File: src/rtl/core/bcc_pkg.sv
// Shared constants, command codes and types of the coulomb counter.
package bcc_pkg;

    // default fixed-point and counter widths
    localparam int FRACTION_BITS = 8;
    localparam int COUNTER_WIDTH = 48;

    // field widths
    localparam int CUR_W    = 16;
    localparam int MODE_W   = 3;
    localparam int TIME_W   = 32;
    localparam int CHARGE_W = 48;
    localparam int CFG_IDX_W  = 3;
    localparam int CFG_DATA_W = 47;
    localparam int LOG_FRAC = 16;

    // battery modes
    localparam logic [MODE_W-1:0] MODE_UNKNOWN   = 3'd0;
    localparam logic [MODE_W-1:0] MODE_WAIT      = 3'd1;
    localparam logic [MODE_W-1:0] MODE_IDLE      = 3'd2;
    localparam logic [MODE_W-1:0] MODE_CHARGE    = 3'd3;
    localparam logic [MODE_W-1:0] MODE_DISCHARGE = 3'd4;

    // configuration register indexes
    localparam logic [CFG_IDX_W-1:0] REG_THRESHOLD = 3'd0;
    localparam logic [CFG_IDX_W-1:0] REG_OCV_WAIT  = 3'd1;
    localparam logic [CFG_IDX_W-1:0] REG_INTERVAL  = 3'd2;
    localparam logic [CFG_IDX_W-1:0] REG_MAX_CAP   = 3'd3;
    localparam logic [CFG_IDX_W-1:0] REG_PEUKERT_K = 3'd4;
    localparam logic [CFG_IDX_W-1:0] REG_BASE_CUR  = 3'd5;
    localparam logic [CFG_IDX_W-1:0] REG_RESIST    = 3'd6;

    // datapath commands
    localparam int OP_W = 5;
    localparam logic [OP_W-1:0] CMD_NOP        = 5'd0;
    localparam logic [OP_W-1:0] CMD_LATCH      = 5'd1;
    localparam logic [OP_W-1:0] CMD_CLASS      = 5'd2;
    localparam logic [OP_W-1:0] CMD_LOG_INIT_A = 5'd3;
    localparam logic [OP_W-1:0] CMD_LOG_INIT_B = 5'd4;
    localparam logic [OP_W-1:0] CMD_LOG_STEP   = 5'd5;
    localparam logic [OP_W-1:0] CMD_LOG_END_A  = 5'd6;
    localparam logic [OP_W-1:0] CMD_LOG_END_B  = 5'd7;
    localparam logic [OP_W-1:0] CMD_EXPO       = 5'd8;
    localparam logic [OP_W-1:0] CMD_EXP_STEP   = 5'd9;
    localparam logic [OP_W-1:0] CMD_MAG        = 5'd10;
    localparam logic [OP_W-1:0] CMD_SHIFT      = 5'd11;
    localparam logic [OP_W-1:0] CMD_DIV_STEP   = 5'd12;
    localparam logic [OP_W-1:0] CMD_GAIN       = 5'd13;
    localparam logic [OP_W-1:0] CMD_PMUL       = 5'd14;
    localparam logic [OP_W-1:0] CMD_CHG_TOT    = 5'd15;
    localparam logic [OP_W-1:0] CMD_WHOLE      = 5'd16;
    localparam logic [OP_W-1:0] CMD_DELTA      = 5'd17;
    localparam logic [OP_W-1:0] CMD_ACCUM      = 5'd18;
    localparam logic [OP_W-1:0] CMD_EMIT       = 5'd19;

    typedef struct packed {
        logic [OP_W-1:0] op;
        logic [3:0]      step;
    } cmd_t;

    typedef struct packed {
        logic              kind;
        logic [MODE_W-1:0] mode_new;
    } status_t;

    // Q30 factors 2^(2^-j), j = 1..16, stored at j-1
    typedef logic [30:0] root_tab_t [16];

    function automatic logic [63:0] isqrt64(input logic [63:0] v_in);
        logic [63:0] v;
        logic [63:0] res;
        logic [63:0] b;
        v   = v_in;
        res = 64'd0;
        b   = 64'h4000_0000_0000_0000;
        for (int i = 0; i < 32; i++) begin
            if (v >= res + b) begin
                v   = v - (res + b);
                res = (res >> 1) + b;
            end else begin
                res = res >> 1;
            end
            b = b >> 2;
        end
        return res;
    endfunction

    function automatic root_tab_t root_table();
        root_tab_t   t;
        logic [63:0] f;
        f = 64'd2 << 30;
        for (int j = 0; j < 16; j++) begin
            f    = isqrt64(f << 30);
            t[j] = f[30:0];
        end
        return t;
    endfunction

endpackage

File: src/rtl/core/bcc_ctrl.sv
// Sequencer that steps the coulomb counter datapath through one word.
module bcc_ctrl (
    input  logic             aclk,
    input  logic             aresetn,
    input  logic             s_valid,
    output logic             s_ready,
    output logic             m_valid,
    input  logic             m_ready,
    input  bcc_pkg::status_t status,
    output bcc_pkg::cmd_t    cmd
);

    localparam logic [4:0] ST_IDLE     = 5'd0;
    localparam logic [4:0] ST_CLASS    = 5'd1;
    localparam logic [4:0] ST_LA_INIT  = 5'd2;
    localparam logic [4:0] ST_LA_STEP  = 5'd3;
    localparam logic [4:0] ST_LA_END   = 5'd4;
    localparam logic [4:0] ST_LB_INIT  = 5'd5;
    localparam logic [4:0] ST_LB_STEP  = 5'd6;
    localparam logic [4:0] ST_LB_END   = 5'd7;
    localparam logic [4:0] ST_EXPO     = 5'd8;
    localparam logic [4:0] ST_EXP_STEP = 5'd9;
    localparam logic [4:0] ST_MAG      = 5'd10;
    localparam logic [4:0] ST_SHIFT    = 5'd11;
    localparam logic [4:0] ST_DIV_STEP = 5'd12;
    localparam logic [4:0] ST_GAIN     = 5'd13;
    localparam logic [4:0] ST_PMUL     = 5'd14;
    localparam logic [4:0] ST_CHG_TOT  = 5'd15;
    localparam logic [4:0] ST_WHOLE    = 5'd16;
    localparam logic [4:0] ST_DELTA    = 5'd17;
    localparam logic [4:0] ST_ACCUM    = 5'd18;
    localparam logic [4:0] ST_DONE     = 5'd19;

    localparam logic [4:0] LAST_SQ  = 5'd15;
    localparam logic [4:0] LAST_DIV = 5'd16;

    logic [4:0] state_reg, state_next;
    logic [4:0] cnt_reg, cnt_next;
    logic       mvalid_reg, mvalid_next;

    assign s_ready = (state_reg == ST_IDLE);
    assign m_valid = mvalid_reg;

    // sequence the steps of one word
    always_comb begin
        state_next  = state_reg;
        cnt_next    = cnt_reg;
        mvalid_next = m_ready ? 1'b0 : mvalid_reg;
        cmd.op      = bcc_pkg::CMD_NOP;
        cmd.step    = cnt_reg[3:0];
        unique case (state_reg)
            ST_IDLE: begin
                if (s_valid) begin
                    cmd.op     = bcc_pkg::CMD_LATCH;
                    state_next = ST_CLASS;
                end
            end
            ST_CLASS: begin
                cmd.op   = bcc_pkg::CMD_CLASS;
                cnt_next = 5'd0;
                priority if (status.kind) begin
                    state_next = ST_DONE;
                end else if (status.mode_new == bcc_pkg::MODE_DISCHARGE) begin
                    state_next = ST_LA_INIT;
                end else if (status.mode_new == bcc_pkg::MODE_CHARGE) begin
                    state_next = ST_DIV_STEP;
                end else begin
                    state_next = ST_DONE;
                end
            end
            ST_LA_INIT: begin
                cmd.op     = bcc_pkg::CMD_LOG_INIT_A;
                cnt_next   = 5'd0;
                state_next = ST_LA_STEP;
            end
            ST_LA_STEP: begin
                cmd.op = bcc_pkg::CMD_LOG_STEP;
                if (cnt_reg == LAST_SQ) begin
                    state_next = ST_LA_END;
                end
                cnt_next = cnt_reg + 5'd1;
            end
            ST_LA_END: begin
                cmd.op     = bcc_pkg::CMD_LOG_END_A;
                state_next = ST_LB_INIT;
            end
            ST_LB_INIT: begin
                cmd.op     = bcc_pkg::CMD_LOG_INIT_B;
                cnt_next   = 5'd0;
                state_next = ST_LB_STEP;
            end
            ST_LB_STEP: begin
                cmd.op = bcc_pkg::CMD_LOG_STEP;
                if (cnt_reg == LAST_SQ) begin
                    state_next = ST_LB_END;
                end
                cnt_next = cnt_reg + 5'd1;
            end
            ST_LB_END: begin
                cmd.op     = bcc_pkg::CMD_LOG_END_B;
                state_next = ST_EXPO;
            end
            ST_EXPO: begin
                cmd.op     = bcc_pkg::CMD_EXPO;
                cnt_next   = 5'd0;
                state_next = ST_EXP_STEP;
            end
            ST_EXP_STEP: begin
                cmd.op = bcc_pkg::CMD_EXP_STEP;
                if (cnt_reg == LAST_SQ) begin
                    state_next = ST_MAG;
                end
                cnt_next = cnt_reg + 5'd1;
            end
            ST_MAG: begin
                cmd.op     = bcc_pkg::CMD_MAG;
                state_next = ST_SHIFT;
            end
            ST_SHIFT: begin
                cmd.op     = bcc_pkg::CMD_SHIFT;
                state_next = ST_WHOLE;
            end
            ST_DIV_STEP: begin
                cmd.op = bcc_pkg::CMD_DIV_STEP;
                if (cnt_reg == LAST_DIV) begin
                    state_next = ST_GAIN;
                end
                cnt_next = cnt_reg + 5'd1;
            end
            ST_GAIN: begin
                cmd.op     = bcc_pkg::CMD_GAIN;
                state_next = ST_PMUL;
            end
            ST_PMUL: begin
                cmd.op     = bcc_pkg::CMD_PMUL;
                state_next = ST_CHG_TOT;
            end
            ST_CHG_TOT: begin
                cmd.op     = bcc_pkg::CMD_CHG_TOT;
                state_next = ST_WHOLE;
            end
            ST_WHOLE: begin
                cmd.op     = bcc_pkg::CMD_WHOLE;
                state_next = ST_DELTA;
            end
            ST_DELTA: begin
                cmd.op     = bcc_pkg::CMD_DELTA;
                state_next = ST_ACCUM;
            end
            ST_ACCUM: begin
                cmd.op     = bcc_pkg::CMD_ACCUM;
                state_next = ST_DONE;
            end
            ST_DONE: begin
                // hold until the output register is free
                if (!mvalid_reg || m_ready) begin
                    cmd.op      = bcc_pkg::CMD_EMIT;
                    mvalid_next = 1'b1;
                    state_next  = ST_IDLE;
                end
            end
            default: begin
                state_next = ST_IDLE;
            end
        endcase
    end

    always_ff @(posedge aclk) begin
        if (!aresetn) begin
            state_reg  <= ST_IDLE;
            cnt_reg    <= 5'd0;
            mvalid_reg <= 1'b0;
        end else begin
            state_reg  <= state_next;
            cnt_reg    <= cnt_next;
            mvalid_reg <= mvalid_next;
        end
    end

endmodule

File: config.mk
export PLATFORM = sky130hd
export DESIGN_NAME = bcc_ctrl
export DESIGN_NICKNAME = d
export VERILOG_FILES = /design/src/rtl/core/bcc_pkg.sv /design/src/rtl/core/bcc_ctrl.sv
export SDC_FILE = /design/constraint.sdc
export NUM_CORES = 1
export LEC_CHECK = 0
export BUFFER_PORTS_ARGS = -buffer_cell sky130_fd_sc_hd__clkbuf_2
export CAP_MARGIN = 25
export CORE_ASPECT_RATIO = 0.75
export CORE_UTILIZATION = 50
export CTS_BUF_LIST = sky130_fd_sc_hd__clkbuf_2
export DETAILED_ROUTE_END_ITERATION = 16
export GPL_TIMING_DRIVEN = 0
export HOLD_SLACK_MARGIN = 0.08
export PLACE_DENSITY = 0.86
export SYNTH_ARGS = -nofsm -noshare
export SYNTH_HDL_FRONTEND = slang
export SYNTH_SLANG_ARGS = --single-unit
File: constraint.sdc
create_clock -name aclk -period 4.36 [get_ports aclk]
set_input_delay 0.436 -clock aclk [delete_from_list [all_inputs] [get_ports aclk]]
set_output_delay 0.436 -clock aclk [all_outputs]
set_load 0.005 [all_outputs]
==> results_dict.tcl <==
set metrics [dict create \
    max_freq_ghz 0.4369 \
    cp_cell_sequence "buf_6 > clkbuf_1 > nand2_1 > o21ai_0 > a221oi_1 > o21ai_0 > clkbuf_2" \
    grt_setup_unrepaired "no" \
    pwr-share-seq_pct 22.5 \
    cp.depth 7 \
    antennaDiodeCount 0 \
    r2r_cells 5 \
    grt_usage_pct 27.21 \
    yosys_warnings 0 \
    crit_buf_inv 3 \
    ioPinCount 19 \
    synth_compound_area_share_pct 25.14 \
    tightest_slew_ns 0.5173 \
    syn_nets 125 \
    finalSetupViolations 0 \
    slew_headroom_pct 65.24 \
    synth_cell_types 42 \
    clkSinkCount 11 \
    clockBufferDepth 2 \
    fin_crit_sh_pct 52.49 \
    synth_flop_cell "dfxtp_1" \
    nets 148 \
    row_count 12 \
    comb_power_share_pct 67.6 \
    wl_um 2382 \
    synth-simple-area-share_pct 27.20 \
    synth_seq_cells 11 \
    finClkSkew_ns 0.01326 \
    ant_nets 0 \
    dieHeight_um 38.97 \
    clock_latency_ns 0.27 \
    overflow 0 \
    most-common-layout-cells "clkbuf_2 (21), dfxtp_1 (11), nor2_1 (9)" \
    clk_pin_slew_ns 0.11 \
    postCtsHoldBufs 0 \
    hp-class "input pin to flop" \
    powerDensity_nw_per_um2 567.5 \
    wl_per_cell_um 15.17 \
    coreArea_um2 1592 \
    total_power_mw 0.5943 \
    async_flop_share_pct 0 \
    syn_to_final_growth_pct 14.97 \
    postSynthCellCount 114 \
    worstPathMaxFanout 10 \
    drtIter0Drc 45 \
    timing.rr.end "state_reg[1]$_SDFFE_PN0P_" \
    avgSynthCellArea_um2 7.990 \
    drv_slew 0 \
    crit_top_cell "o21ai_0" \
    leakagePower_nw 0.4200 \
    yosysSeqAreaShare_pct 24.18 \
    synth-edff-count 0 \
    power.switching_mw 0.2807 \
    detailedPlace.worstSlack_ns 2.412 \
    max_cap_viol_count 0 \
    critPathTopFamily "buffers and inverters" \
    worstPathArrival_ns 1.85 \
    synthAdderAreaFrac_pct 4.121 \
    cp-start-kind "flop" \
    clock_power_share_pct 9.9 \
    ctsResizeCount 0 \
    fp.dieArea_um2 1998 \
    crit_slowest_cell "dfxtp_1" \
    setup_ws_ns 2.071 \
    viasPerCell 6.134 \
    antenna_found_initial 0 \
    crit_type "flop to primary output" \
    layout-drive-gt1-share_pct 25.74 \
    r2r-start "cnt_reg[0]$_SDFFE_PN0P_" \
    p_sw_share_pct 47.24 \
    final.min_clock_period_ns 2.289 \
    grt_pass1_vias 845 \
    setup.worst_path.end_class "primary output" \
    drt_first_pass_iters 4 \
    vias 963 \
    grt_first_pass_wirelength_um 3781 \
    htreeDepth 1 \
    hold_viol_final 0 \
    synthXorXnorAreaFrac_pct 1.923 \
    portBuffers 18 \
    hpwl_um 1780 \
    drc 0 \
    layout.cells.non_filler 157 \
    grt_max_degree 11 \
    status "completed" \
    endpoint "cmd[5]" \
    syn_area_um2 910.9 \
    cts_tree "yes" \
    placed_cells 153 \
    synth_mux_area_share_pct 4.396 \
    final_common_cell "clkbuf_2" \
    post_cts_buffers 0 \
    die_w_um 51.29 \
    r2r_setup_slack_ns 2.61 \
    cp.required_ns 3.92 \
    cts_root_buf "clkbuf_2" \
    synth_top_family_by_area "simple AND/OR/NAND/NOR gates" \
    gp_congestion 0.8645 \
    slowest_delay_ns 0.35 \
    start_util_pct 57.23 \
    cts_buffers 3 \
    internal_power_mw 0.3136 \
    startpoint "state_reg[0]$_SDFFE_PN0P_" \
    tns_ns 0 \
    ir_drop_mv 0.3190 \
]
-- per-layer routing --
layer  vias up  track usage (%)  wire [µm]
met5         -                0          0
met4         0            6.081          0
met3         0            7.451        223
met1       451            34.35       1036
li1        461                -          -
met2        51            46.71       1121
-- worst reg2reg max path: stages (launching register included) --
cell and delay (ns):
dfxtp_1 0.37, ha_1 0.25, and3_1 0.21, ha_1 0.19
o311ai_2 0.43, mux2i_1 0.24
-- worst min path at each step --
stage	startpoint	end	slack (ns)	cells after the start
after global routing	aresetn	m_valid$_SDFF_PN0_	0.47	2
after global placement	cnt_reg[4]$_SDFFE_PN0P_	cnt_reg[4]$_SDFFE_PN0P_	0.50	2
after floorplan	cnt_reg[4]$_SDFFE_PN0P_	cnt_reg[4]$_SDFFE_PN0P_	0.48	2
after detailed placement	cnt_reg[4]$_SDFFE_PN0P_	cnt_reg[4]$_SDFFE_PN0P_	0.51	2
final	aresetn	m_valid$_SDFF_PN0_	0.49	2
after CTS	aresetn	m_valid$_SDFF_PN0_	0.47	2
-- layout make-up --
class | count | area (µm²)
multi-input combinational | 82 | 571.8
tap | 21 | 26.28
fill | 141 | 544.3
buffer | 14 | 92.59
clock inverter | 1 | 5.005
inverter | 7 | 26.28
timing repair buffer | 18 | 90.09
sequential | 11 | 220.2
clock buffer | 3 | 15.01
-- Yosys cell counts (3+ instances only) --
library cell  instances  area [µm²]
a21oi_1               5       25.02
buf_4                 6       45.04
clkbuf_1              4       15.01
dfxtp_1              11       220.2
ha_1                  3       37.54
inv_1                 7       26.28
mux2i_1               4       40.04
nand2_1               6       22.52
nor2_1                9       33.78
nor2b_1               4       25.02
nor4_1                3       18.77
o211ai_1              3       22.52
o21ai_0               7       35.03
-- per-stage QoR --
step | util, % | instance area [µm²] | hold WS [ns]
finish | 65.80 | 1047 | 0.4880
floorplan | - | 910.9 | 0.4779
global route | 65.80 | 1047 | 0.4670
detailed placement | 64.54 | 1027 | 0.5061
CTS | 65.80 | 1047 | 0.4670
global placement | 64.54 | 1027 | 0.4982
-- cell families after synthesis --
kind of cell | after synthesis
compound gates | 32
fa+ha+maj | 3
xor+xnor | 2
flops | 11
mux | 4
simple gates | 41
buf+inv | 21
-- power groups by stage --
stage	clock network (mW)	registers, mW	logic [mW]
2_1_floorplan	0	0.133	0.291
3_3_place_gp	0	0.134	0.380
3_5_place_dp	0	0.135	0.392
4_1_cts	0.0587	0.133	0.396
5_1_grt	0.0645	0.136	0.437
6_report	0.0588	0.134	0.402
Power figures use the tool's default switching activity.
